--- config.mk ---
export PLATFORM = sky130hd
export DESIGN_NAME = multitouch_slot_tracker_unit
export DESIGN_NICKNAME = d
export VERILOG_FILES = /design/src/rtl/mts_pkg.sv /design/src/rtl/multitouch_slot_tracker_unit.sv /design/src/rtl/mts_scale.sv
export SDC_FILE = /design/constraint.sdc
export NUM_CORES = 2
export LEC_CHECK = 0
export ABC_AREA = 0
export BUFFER_PORTS_ARGS = -buffer_cell sky130_fd_sc_hd__buf_4
export CELL_PAD_IN_SITES_DETAIL_PLACEMENT = 0
export CELL_PAD_IN_SITES_GLOBAL_PLACEMENT = 1
export CORE_AREA = 2 2 417 419
export CTS_CLUSTER_SIZE = 30
export DETAILED_ROUTE_END_ITERATION = 7
export DIE_AREA = 0 0 419 421
export PLACE_DENSITY_LB_ADDON = 0.1
export SYNTH_ARGS = -nofsm -noshare
export SYNTH_HDL_FRONTEND = slang
export SYNTH_SLANG_ARGS = --single-unit
--- constraint.sdc ---
create_clock -name clk -period 8.36 [get_ports clk]
set_clock_uncertainty 0.1 [all_clocks]
set_input_delay 0.836 -clock clk [delete_from_list [all_inputs] [get_ports clk]]
set_output_delay 0.836 -clock clk [all_outputs]
set_load 0.02 [all_outputs]
--- src/rtl/mts_pkg.sv ---
package mts_pkg;

	// Input event
	typedef struct packed {
		logic [4:0]         command;
		logic [9:0]         event_code;
		logic signed [31:0] event_value;
	} evt_t;

	// Reported point
	typedef struct packed {
		logic        point_valid;
		logic [15:0] point_id;
		logic [15:0] point_x;
		logic [15:0] point_y;
		logic [31:0] point_time;
		logic [3:0]  point_index;
		logic        last_point;
	} pnt_t;

	// Register indexes
	localparam logic [2:0] CFG_GRID_X_MIN  = 3'd0;
	localparam logic [2:0] CFG_GRID_X_MAX  = 3'd1;
	localparam logic [2:0] CFG_GRID_Y_MIN  = 3'd2;
	localparam logic [2:0] CFG_GRID_Y_MAX  = 3'd3;
	localparam logic [2:0] CFG_WIN_WIDTH   = 3'd4;
	localparam logic [2:0] CFG_WIN_HEIGHT  = 3'd5;

	// Event types
	localparam logic [4:0] CMD_SYN = 5'd0;
	localparam logic [4:0] CMD_KEY = 5'd1;
	localparam logic [4:0] CMD_ABS = 5'd3;
	localparam logic [4:0] CMD_MSC = 5'd4;

	// Event codes
	localparam logic [9:0] SYN_FRAME    = 10'd0;
	localparam logic [9:0] ABS_X        = 10'd0;
	localparam logic [9:0] ABS_Y        = 10'd1;
	localparam logic [9:0] ABS_SLOT_SEL = 10'd47;
	localparam logic [9:0] ABS_MT_X     = 10'd53;
	localparam logic [9:0] ABS_MT_Y     = 10'd54;
	localparam logic [9:0] ABS_MT_TRK   = 10'd57;
	localparam logic [9:0] MSC_STAMP    = 10'd5;
	localparam logic [9:0] KEY_CONTACT  = 10'd330;

	localparam logic [3:0] LAST_INDEX = 4'hF;

endpackage

--- src/rtl/multitouch_slot_tracker_unit.sv ---
// Sequence: a frame-end report with an empty result goes straight to the output load;
// otherwise each point takes a slot read, two scale passes (x then y) through the shared
// serial divider and an output load; a pass that saturates or sees a non-positive grid
// range skips the divide steps.
// Throughput: one event at a time; evt_stall is high while a report is being walked.
// Reset: arst_n clears the slot select plus tracking, ready and valid bits, loads register
// defaults; slot memories are not cleared, valid bits mask positions and stamps to zero.
module multitouch_slot_tracker_unit #(
	parameter int TOUCH_SLOTS = 16
) (
	input  logic          clk,
	input  logic          arst_n,
	input  logic          evt_valid,
	output logic          evt_stall,
	input  mts_pkg::evt_t evt,
	output logic          pnt_valid,
	input  logic          pnt_stall,
	output mts_pkg::pnt_t pnt,
	input  logic          cfg_valid,
	output logic          cfg_ready,
	input  logic [2:0]    cfg_index,
	input  logic [15:0]   cfg_data
);
	import mts_pkg::*;

	localparam int SW = (TOUCH_SLOTS > 1) ? $clog2(TOUCH_SLOTS) : 1;

	localparam logic [2:0] ST_IDLE = 3'd0;
	localparam logic [2:0] ST_SCAN = 3'd1;
	localparam logic [2:0] ST_XCAL = 3'd2;
	localparam logic [2:0] ST_YCAL = 3'd3;
	localparam logic [2:0] ST_EMIT = 3'd4;

	logic [2:0] st_q;

	// Registers
	logic signed [15:0] gx_min_q, gx_max_q, gy_min_q, gy_max_q;
	logic [13:0]        win_w_q, win_h_q;

	// Slot memories (x in the upper half, y in the lower; id above the stamp)
	logic [31:0] mem_pos [TOUCH_SLOTS];
	logic [47:0] mem_tag [TOUCH_SLOTS];
	logic [TOUCH_SLOTS-1:0] xv_q, yv_q, tv_q, trk_q, rdy_q;

	logic [SW-1:0] act_q;
	logic          act_ok_q, changed_q, contact_q;

	logic [TOUCH_SLOTS-1:0] mask_q, mask_nxt;
	logic [SW-1:0]          pick;
	logic [3:0]             cnt_q;
	logic                   last_q, go_q;
	logic [15:0]            rd_x_q, rd_y_q, rd_id_q, res_x_q;
	logic [31:0]            rd_ts_q;
	pnt_t                   res_q, pnt_q;
	logic                   pnt_valid_q;

	logic        acc, out_free;
	logic        sc_done;
	logic [15:0] sc_quo;
	logic        ycal;

	assign acc       = evt_valid && !evt_stall;
	assign evt_stall = (st_q != ST_IDLE);
	assign cfg_ready = 1'b1;
	assign out_free  = !pnt_valid_q || !pnt_stall;
	assign pnt_valid = pnt_valid_q;
	assign pnt       = pnt_q;
	assign ycal      = (st_q == ST_YCAL);

	// Lowest pending slot
	always_comb begin
		pick = '0;
		for (int i = TOUCH_SLOTS - 1; i >= 0; i--) begin
			if (mask_q[i]) pick = SW'(i);
		end
		mask_nxt       = mask_q;
		mask_nxt[pick] = 1'b0;
	end

	// Register writes
	always_ff @(posedge clk or negedge arst_n) begin
		if (!arst_n) begin
			gx_min_q <= 16'sd0;
			gx_max_q <= 16'sd4095;
			gy_min_q <= 16'sd0;
			gy_max_q <= 16'sd4095;
			win_w_q  <= 14'd800;
			win_h_q  <= 14'd480;
		end else if (cfg_valid && cfg_ready) begin
			unique case (cfg_index)
				CFG_GRID_X_MIN: gx_min_q <= cfg_data;
				CFG_GRID_X_MAX: gx_max_q <= cfg_data;
				CFG_GRID_Y_MIN: gy_min_q <= cfg_data;
				CFG_GRID_Y_MAX: gy_max_q <= cfg_data;
				CFG_WIN_WIDTH:  win_w_q  <= cfg_data[13:0];
				CFG_WIN_HEIGHT: win_h_q  <= cfg_data[13:0];
				default: ;
			endcase
		end
	end

	// Slot memory writes and reads
	always_ff @(posedge clk) begin
		if (acc && act_ok_q && evt.command == CMD_ABS && evt.event_value > 32'sd0) begin
			if (evt.event_code == ABS_X || evt.event_code == ABS_MT_X)
				mem_pos[act_q][31:16] <= (evt.event_value > 32'sd65535) ? 16'hFFFF
				                                                         : evt.event_value[15:0];
			if (evt.event_code == ABS_Y || evt.event_code == ABS_MT_Y)
				mem_pos[act_q][15:0] <= (evt.event_value > 32'sd65535) ? 16'hFFFF
				                                                        : evt.event_value[15:0];
		end
		if (acc && act_ok_q && evt.command == CMD_ABS && evt.event_code == ABS_MT_TRK)
			mem_tag[act_q][47:32] <= evt.event_value[15:0];
		if (acc && act_ok_q && evt.command == CMD_MSC && evt.event_code == MSC_STAMP)
			mem_tag[act_q][31:0] <= evt.event_value;
		if (st_q == ST_SCAN) begin
			rd_x_q  <= xv_q[pick] ? mem_pos[pick][31:16] : '0;
			rd_y_q  <= yv_q[pick] ? mem_pos[pick][15:0] : '0;
			rd_ts_q <= tv_q[pick] ? mem_tag[pick][31:0] : '0;
			rd_id_q <= mem_tag[pick][47:32];
		end
	end

	// Event handling and report sequencing
	always_ff @(posedge clk or negedge arst_n) begin
		if (!arst_n) begin
			st_q        <= ST_IDLE;
			xv_q        <= '0;
			yv_q        <= '0;
			tv_q        <= '0;
			trk_q       <= '0;
			rdy_q       <= '0;
			act_q       <= '0;
			act_ok_q    <= 1'b1;
			changed_q   <= 1'b0;
			contact_q   <= 1'b0;
			go_q        <= 1'b0;
			pnt_valid_q <= 1'b0;
			mask_q      <= '0;
			cnt_q       <= '0;
			last_q      <= 1'b0;
		end else begin
			go_q <= 1'b0;
			if (pnt_valid_q && !pnt_stall) pnt_valid_q <= 1'b0;
			unique case (st_q)
				ST_IDLE: begin
					if (acc) begin
						case (evt.command)
							CMD_SYN: begin
								if (evt.event_code == SYN_FRAME && changed_q) begin
									changed_q <= 1'b0;
									cnt_q     <= '0;
									mask_q    <= contact_q ? (trk_q & rdy_q) : '0;
									if (!contact_q || (trk_q & rdy_q) == '0)
										st_q <= ST_EMIT;
									else
										st_q <= ST_SCAN;
								end
							end
							CMD_KEY: begin
								if (evt.event_code == KEY_CONTACT) begin
									if (evt.event_value == 32'sd1) begin
										contact_q <= 1'b1;
									end else if (contact_q) begin
										trk_q     <= '0;
										rdy_q     <= '0;
										changed_q <= 1'b1;
										contact_q <= 1'b0;
									end
								end
							end
							CMD_ABS: begin
								if ((evt.event_code == ABS_X || evt.event_code == ABS_MT_X) &&
								    evt.event_value > 32'sd0 && act_ok_q) begin
									xv_q[act_q]  <= 1'b1;
									rdy_q[act_q] <= 1'b0;
									changed_q    <= 1'b1;
								end
								if ((evt.event_code == ABS_Y || evt.event_code == ABS_MT_Y) &&
								    evt.event_value > 32'sd0 && act_ok_q) begin
									yv_q[act_q]  <= 1'b1;
									rdy_q[act_q] <= 1'b0;
									changed_q    <= 1'b1;
								end
								if (evt.event_code == ABS_SLOT_SEL) begin
									if (evt.event_value == -32'sd1) begin
										if (act_ok_q) begin
											trk_q[act_q] <= 1'b0;
											rdy_q[act_q] <= 1'b0;
											changed_q    <= 1'b1;
										end
										act_q    <= '0;
										act_ok_q <= 1'b1;
									end else begin
										if (act_ok_q) rdy_q[act_q] <= 1'b1;
										if (evt.event_value >= 32'sd0 &&
										    evt.event_value < TOUCH_SLOTS) begin
											act_q    <= evt.event_value[SW-1:0];
											act_ok_q <= 1'b1;
										end else begin
											act_q    <= '0;
											act_ok_q <= 1'b0;
										end
									end
								end
								if (evt.event_code == ABS_MT_TRK && act_ok_q) begin
									trk_q[act_q] <= (evt.event_value != -32'sd1);
									changed_q    <= 1'b1;
								end
							end
							CMD_MSC: begin
								if (evt.event_code == MSC_STAMP && act_ok_q)
									tv_q[act_q] <= 1'b1;
							end
							default: ;
						endcase
					end
				end
				ST_SCAN: begin
					mask_q <= mask_nxt;
					last_q <= (mask_nxt == '0) || (cnt_q == LAST_INDEX);
					go_q   <= 1'b1;
					st_q   <= ST_XCAL;
				end
				ST_XCAL: begin
					if (sc_done) begin
						go_q <= 1'b1;
						st_q <= ST_YCAL;
					end
				end
				ST_YCAL: begin
					if (sc_done) st_q <= ST_EMIT;
				end
				ST_EMIT: begin
					if (out_free) begin
						pnt_valid_q <= 1'b1;
						cnt_q       <= cnt_q + 4'd1;
						st_q        <= (res_q.last_point) ? ST_IDLE : ST_SCAN;
					end
				end
				default: st_q <= ST_IDLE;
			endcase
		end
	end

	// Result assembly and output register
	always_ff @(posedge clk) begin
		if (st_q == ST_IDLE) res_q <= '{last_point: 1'b1, default: '0};
		if (st_q == ST_XCAL && sc_done) res_x_q <= sc_quo;
		if (st_q == ST_YCAL && sc_done) begin
			res_q.point_valid <= 1'b1;
			res_q.point_id    <= rd_id_q;
			res_q.point_x     <= res_x_q;
			res_q.point_y     <= sc_quo;
			res_q.point_time  <= rd_ts_q;
			res_q.point_index <= cnt_q;
			res_q.last_point  <= last_q;
		end
		if (st_q == ST_EMIT && out_free) pnt_q <= res_q;
	end

	mts_scale u_scale (
		.clk    (clk),
		.arst_n (arst_n),
		.start  (go_q),
		.pos    (ycal ? rd_y_q : rd_x_q),
		.win    (ycal ? win_h_q : win_w_q),
		.lo     (ycal ? gy_min_q : gx_min_q),
		.hi     (ycal ? gy_max_q : gx_max_q),
		.done   (sc_done),
		.quo    (sc_quo)
	);

`ifndef SYNTHESIS
	a_empty_is_last: assert property (@(posedge clk) disable iff (!arst_n)
		pnt_valid && !pnt.point_valid |-> pnt.last_point)
		else $error("empty report not marked last");
	a_index_cap: assert property (@(posedge clk) disable iff (!arst_n)
		pnt_valid && pnt.point_index == LAST_INDEX |-> pnt.last_point)
		else $error("sixteenth point not marked last");
	a_done_in_calc: assert property (@(posedge clk) disable iff (!arst_n)
		sc_done |-> (st_q == ST_XCAL || st_q == ST_YCAL))
		else $error("scale result outside a calculation state");
`endif

endmodule

--- src/rtl/mts_scale.sv ---
module mts_scale (
	input  logic               clk,
	input  logic               arst_n,
	input  logic               start,
	input  logic [15:0]        pos,
	input  logic [13:0]        win,
	input  logic signed [15:0] lo,
	input  logic signed [15:0] hi,
	output logic               done,
	output logic [15:0]        quo
);
	import mts_pkg::*;

	localparam logic [1:0] SC_IDLE = 2'd0;
	localparam logic [1:0] SC_CHK  = 2'd1;
	localparam logic [1:0] SC_DIV  = 2'd2;

	logic [1:0]         st_q;
	logic [29:0]        prod_q;
	logic signed [16:0] range_q;
	logic [15:0]        rem_q;
	logic [3:0]         bit_q;
	logic [16:0]        rem_sh;
	logic               fits;

	// One restoring step: shift in the next product bit, subtract if it fits
	always_comb begin
		rem_sh = {rem_q, prod_q[bit_q]};
		fits   = rem_sh >= {1'b0, range_q[15:0]};
	end

	always_ff @(posedge clk or negedge arst_n) begin
		if (!arst_n) begin
			st_q <= SC_IDLE;
			done <= 1'b0;
		end else begin
			done <= 1'b0;
			unique case (st_q)
				SC_IDLE: begin
					if (start) st_q <= SC_CHK;
				end
				SC_CHK: begin
					if (range_q <= 17'sd0 || prod_q[29:16] >= range_q[15:0]) begin
						st_q <= SC_IDLE;
						done <= 1'b1;
					end else begin
						st_q <= SC_DIV;
					end
				end
				SC_DIV: begin
					if (bit_q == 4'd0) begin
						st_q <= SC_IDLE;
						done <= 1'b1;
					end
				end
				default: st_q <= SC_IDLE;
			endcase
		end
	end

	// Product, range and quotient datapath
	always_ff @(posedge clk) begin
		unique case (st_q)
			SC_IDLE: begin
				if (start) begin
					prod_q  <= pos * win;
					range_q <= 17'(hi) - 17'(lo);
				end
			end
			SC_CHK: begin
				if (range_q <= 17'sd0) begin
					quo <= '0;
				end else if (prod_q[29:16] >= range_q[15:0]) begin
					quo <= 16'hFFFF;
				end else begin
					rem_q <= {2'b0, prod_q[29:16]};
					bit_q <= 4'd15;
					quo   <= '0;
				end
			end
			SC_DIV: begin
				rem_q <= fits ? 16'(rem_sh - {1'b0, range_q[15:0]}) : rem_sh[15:0];
				quo   <= {quo[14:0], fits};
				bit_q <= bit_q - 4'd1;
			end
			default: ;
		endcase
	end

endmodule
Yosys cells after proc, flatten, opt, wreduce, memory -nomap -nowiden
Memories as Yosys holds them, arrays and structs flattened. Cells that the tools add are included.

Bits in registers: 559. Bits in writable memories: 1280. Input bits: 71. Output and inout bits: 89. Word-level logic and storage cells: 309. Memories kept: 2.

$add $sub $neg: 4. $mul: 1. $lt $le $gt $ge: 12. Eq/ne operators: 39. Muxes and demuxes: 127. Bitwise operators: 12. Reduce and logical (&&, ||, !) cells: 65.

Memories: mem_tag (words 16, width 48, read ports 1, clocked after Yosys merged registers in 0, wr ports 1, RTL line multitouch_slot_tracker_unit.sv:42) `logic [47:0] mem_tag [TOUCH_SLOTS];`; mem_pos (words 16, width 32, read ports 1, clocked after Yosys merged registers in 0, wr ports 1, RTL line multitouch_slot_tracker_unit.sv:41) `logic [31:0] mem_pos [TOUCH_SLOTS];`.

Operators by type and width (number): $mux 16 (35); $mux 85 (2); $pmux 16 s2 (5); $and 16x16->16 (6); $mux 4 (24); $or 16x16->16 (4); $eq 10x6->1 const B (4); $mux 1 (36); $eq 32x1->1 const B (1); $eq 32x2->1 const B (1); $ge 32x1->1 const B (1); $gt 32x1->1 const B (1); $gt 32x17->1 const B (1); $logic_not 16->1 (2); $lt 32x6->1 const B (1); $ne 32x1->1 const B (1); $not 16->16 (2); $mul 16x14->30 (1); $reduce_and 4->1 (6); $logic_and 1x1->1 (21); $mux 3 (7); $ne 2x2->1 const B (10); $ge 17x16->1 (1); $le 17x1->1 const B (1); other kinds (45) (86).

Logic depth before layout (Yosys ltp)
Word-level depth: 24. Depth in mapped cells: 31. Mapped depth without buffers: 26.

Hierarchy
A second synthesis with hierarchy kept.

Cell total of the unflattened synthesis: 6122. Area total of the unflattened synthesis: 80961.4 sq um.

By module, submodules not included: multitouch_slot_tracker_unit (instances 1, cells each 4738, area an instance 68115.3 sq um, seq. area each 51644.5 sq um); mts_scale (instances 1, cells each 1384, area an instance 12846.1 sq um, seq. area each 2567.5 sq um).

Worst setup path before layout
OpenSTA, ideal clock, no wires.

Path type: register to register. Start point: reg st_q[2]. End point: reg res_q[0] in the netlist's numbering (enable). Setup time: 0.646 ns. Arrival: 7.481 ns. Required time: 7.614 ns. Setup slack: 0.133 ns. Cell stages (with the launch flop): 7. Path buffers: 3. Path through: dfrtp_1 clkbuf_1 nor2b_1 nand2_1 clkbuf_1 clkbuf_1 o21ai_0.

Longest elaborated chain between the ends: 3. Elaborated cells between the ends (all ways): 4. Classes of those cells: 1 x eq/ne; 3 x reduce/logical.

Ends and longest elaborated chain: start, declared (RTL line multitouch_slot_tracker_unit.sv:34) `logic [2:0] st_q;`; start signal, assigned (RTL line multitouch_slot_tracker_unit.sv:238) `st_q <= (res_q.last_point) ? ST_IDLE : ST_SCAN;`; $eq 3x2->1 (RTL line multitouch_slot_tracker_unit.sv:250) `if (st_q == ST_YCAL && sc_done) begin`; $logic_and 1x1->1 (RTL line multitouch_slot_tracker_unit.sv:250); $reduce_bool 2->1 (no line) (*); end, declared (RTL line multitouch_slot_tracker_unit.sv:54) `pnt_t res_q, pnt_q;`.

Mark *: on every way between the ends. The rest lies on a longest branch, timed or not. A chain may end at the register's enable or synchronous reset.

Worst setup path in the final report
Start point: reg st_q[2]. End point: reg u_scale.prod_q[28], data pin.

Longest elaborated chain between the ends: 3. Elaborated cells between the ends (all ways): 4. Classes of those cells: 1 x mul; 1 x eq/ne; 2 x mux.

Ends and longest elaborated chain: $eq 3x2->1 (*) (RTL line multitouch_slot_tracker_unit.sv:68) `assign ycal = (st_q == ST_YCAL);`; $mux 16 / $mux 14 (equally long branches) (RTL line multitouch_slot_tracker_unit.sv:266, multitouch_slot_tracker_unit.sv:267); $mul 16x14->30 (*) (RTL line mts_scale.sv:66) `prod_q <= pos * win;`; end signal, assigned (RTL line mts_scale.sv:66); end, declared (RTL line mts_scale.sv:19) `logic [29:0] prod_q;`.

Marked as above.

==> summary.txt <==
Worst setup path
  • CP peak stage delay: 570 ps
  • Crit Path Category: reg2reg
  • Crit-path slowest cell: dfrtp_1
  • Critical Path AT: 8240 ps
  • Register-to-Register Setup Slack: 610 ps
  • Crit path max fanout: 25
  • Reg2reg path depth: 28
  • Setup crit end kind: flip-flop
  • R2R Path Start: st_q[2]
  • Startpoint class of the critical path: flip-flop
  • Critical Path RT: 8850 ps
  • Worst R2R End: u_scale.prod_q[28]

Logic synthesis
  • Mapped Cells: 6,142
  • Distinct cell type count after synthesis: 83
  • Synth Warn #: 0
  • Number of synthesized flops with an enable pin: 1,630
  • Syn Area/Cell: 13.1 sq um
  • Sequential area share after synthesis: 67.3%
  • Flops & latches, synth: 1,839
  • Post-synth top flop: edfxtp_1
  • Async S/R FF share, synth: 11.3%
  • Post-Syn Area: 80,600 sq um
  • Syn Nets: 6,525

Floorplanning
  • Horiz. Die Dim: 419 um
  • Die area: 176,000 sq um
  • Die height: 421 um
  • Total core area: 172,000 sq um
  • Initial cell density of the core: 46.7%
  • Site Rows: 153
  • I/O Pins: 160

Timing
  • Slew Limit Fails: 0
  • Total negative setup slack: 0 ps
  • Final worst path period need: 7750 ps
  • Part of the cycle the worst path needs: 92.7%
  • Worst-case hold slack: 135 ps
  • Post-route setup slack: 613 ps
  • Fmax: 129 MHz
  • Final Hold Fails: 0
  • Final setup violation count: 0
  • Max transition margin: 16.6%
  • Worst-Margin Slew: 1250 ps
  • RSZ-0062 raised after global routing: false

Place
  • Pre-CTS WS: 580 ps
  • DP HPWL: 132 mm
  • RePlAce Congestion: 0.856
  • Inst Count DP: 8,480
  • Buffers on Ports: 158
  • DP Area: 85,000 sq um

Min path
  • Hold Crit Class: in2reg
  • Worst Hold Endpoint: mem_tag[5][11]
  • Hold_sp: evt[11]
  • Hold path cells: 1

Route
  • Routed len/inst: 25.4 um
  • Vias: 49,940
  • DR DRC count: 0
  • Routed WL: 225 mm
  • Initial DRC count: 4,185
  • ANT nets after route: 0
  • Mean number of vias per cell: 5.65
  • Drt pass-1 iters: 5

Cells and area
  • Fin area: 91,200 sq um
  • # nets final: 6,734
  • Most frequent cells in the layout: 1,630 x edfxtp_1, 1,318 x nand2_1, 448 x a21oi_1, 312 x buf_4, 236 x mux2i_1
  • Final std cells w/o fill: 8,845
  • Final-layout fill cell count: 14,681
  • Most common cell after layout, fill and taps aside: edfxtp_1
  • Share of cells above drive strength 1: 13.5%
  • Util after Layout: 52.9%
  • Syn-to-layout area delta: 13.2%

GRT
  • First-pass GRT wire length: 328 mm
  • Initial antenna violation count: 11
  • Largest net degree at the start of global routing: 169
  • Vias in the first global route: 48,644
  • Global Route Usage Sum: 25.3%
  • Gr ovfl total: 0

CTS
  • Deepest clock path buffer count: 3
  • Clock Root Buffer: clkbuf_16
  • Clock latency on the worst-skew pair: 850 ps
  • Clk slew on worst S/H paths: 60 ps
  • CTS Buf Count: 193
  • Clock Sinks: 1,839
  • TritonCTS clock tree: yes
  • Number of H-tree levels: 4
  • Post-CTS sizing: 0

Power
  • Peak supply drop: 1.59 mV
  • Design Power: 40.4 mW
  • Power Dens Cells: 443 nW/um^2
  • Leak: 34.8 nW

Run
  • Max-cap check violation count: 0

Run status
  • Outcome: complete, no violations
cell type report:
type	count	area (sq um)	area share, %
Multi-Input combinational cell	3764	24600	26.9
Inverter	236	888	0.974
Sequential cell	1839	54200	59.4
Clock buffer	255	5140	5.64
Tap cell	2325	2910	3.19
Antenna cell	2	5.00	0.00549
Clock inverter	107	1060	1.16
Timing Repair Buffer	317	2430	2.66
critical path, delay by kind of cell, from the launching register on:
kind	cells	cell delay, ps
AO/OA/AOI/OAI	8	1890
AND/OR/NAND/NOR	3	490
flip-flops	1	570
multiplexers	1	260
buffers and inverters	8	750
XOR/XNOR	1	80
adder cells (fa/ha/maj)	7	3340
flip-flops by register name, indices dropped and copies added (netlist names), 16 cells and up:
| signal | count |
|---|---|
| tv_q | 16 |
| gx_max_q | 16 |
| yv_q | 16 |
| u_scale.quo | 16 |
| rd_x_q | 16 |
| mem_pos | 512 |
| res_x_q | 16 |
| rd_ts_q | 32 |
| rd_id_q | 16 |
| u_scale.range_q | 17 |
| rdy_q | 16 |
| mask_q | 16 |
| u_scale.rem_q | 16 |
| xv_q | 16 |
| rd_y_q | 16 |
| pnt | 86 |
| gy_max_q | 16 |
| mem_tag | 768 |
| trk_q | 16 |
| gy_min_q | 16 |
| gx_min_q | 16 |
| res_q | 86 |
| u_scale.prod_q | 30 |
Yosys cell counts (5+ instances only):
library cell	count	area [sq um]
buf_1	23	86.3
o211ai_1	11	82.6
dfrtp_1	176	4400
edfxtp_1	1630	48900
o21a_1	15	113
o21ai_0	153	766
buf_2	72	360
o41a_1	57	642
and3_1	94	588
or2_2	66	413
a31oi_1	48	300
a21oi_1	449	2250
nand2_1	1324	4970
nor2b_1	20	125
o22ai_1	69	432
nor3_1	38	190
o2111ai_1	6	52.6
mux4_2	5	113
buf_4	5	37.5
xor2_1	12	105
dfstp_2	32	841
nand4_1	31	194
xnor2_1	41	359
mux2_2	96	1080
a22o_1	19	166
fa_1	167	3340
a32oi_1	6	52.6
or3_1	14	87.6
or4_1	56	420
clkbuf_1	189	709
buf_6	14	158
and2_1	8	50.1
a22oi_1	11	82.6
ha_1	145	1810
nand2b_1	7	43.8
a21o_1	25	188
nor2_1	248	931
nor4_1	25	156
a21boi_0	11	82.6
inv_1	234	878
mux2i_1	236	2360
o31ai_1	6	45.0
nand3_1	173	866
how the worst max path moves through the flow:
stage,from,end,slack (ps),cells past startpoint
after floorplan,st_q[2],res_q[0],130,6
after global placement,st_q[2],u_scale.prod_q[28],670,28
after detailed placement,st_q[2],u_scale.prod_q[28],580,28
after CTS,st_q[2],u_scale.prod_q[28],580,28
after global routing,st_q[2],u_scale.prod_q[29],80,28
final,st_q[2],u_scale.prod_q[28],610,28
what timing repair did:
item / in CTS / in global routing
hold buffers: 1 / 0
setup buffers: 0 / 0
setup endpoints to repair: 0 / 0
hold endpoints to repair: 69 / 0
where the power goes:
group	internal (mW)	total [mW]	switching (mW)
sequential	11.3	11.4	0.0664
clock	4.81	8.42	3.61
combinational	9.21	20.6	11.4
total	25.3	40.4	15.1
cells by family after synthesis:
| family | count (synthesis) | share of synthesized area [%] |
|---|---|---|
| adders and majority gates | 312 | 6.40 |
| other | 1 | 0.00466 |
| and+or+nand+nor | 2131 | 11.5 |
| xor gates and xnor gates | 53 | 0.576 |
| AOI/OAI and AO/OA | 929 | 7.02 |
| muxes | 338 | 4.43 |
| buffers and inverters | 539 | 2.78 |
| DFF | 1839 | 67.3 |
metal layers:
layer | wire length (um) | track usage (%) | part of all wire, % | up-vias
li1 | - | - | - | 22626
met1 | 101000 | 36.7 | 45 | 25507
met2 | 105000 | 39.6 | 47 | 1521
met3 | 14900 | 4.73 | 6.6 | 280
met4 | 4710 | 6.40 | 2.1 | 6
met5 | 32 | 0 | 0.014 | -
Note: power is estimated with default switching activity, not from simulation.
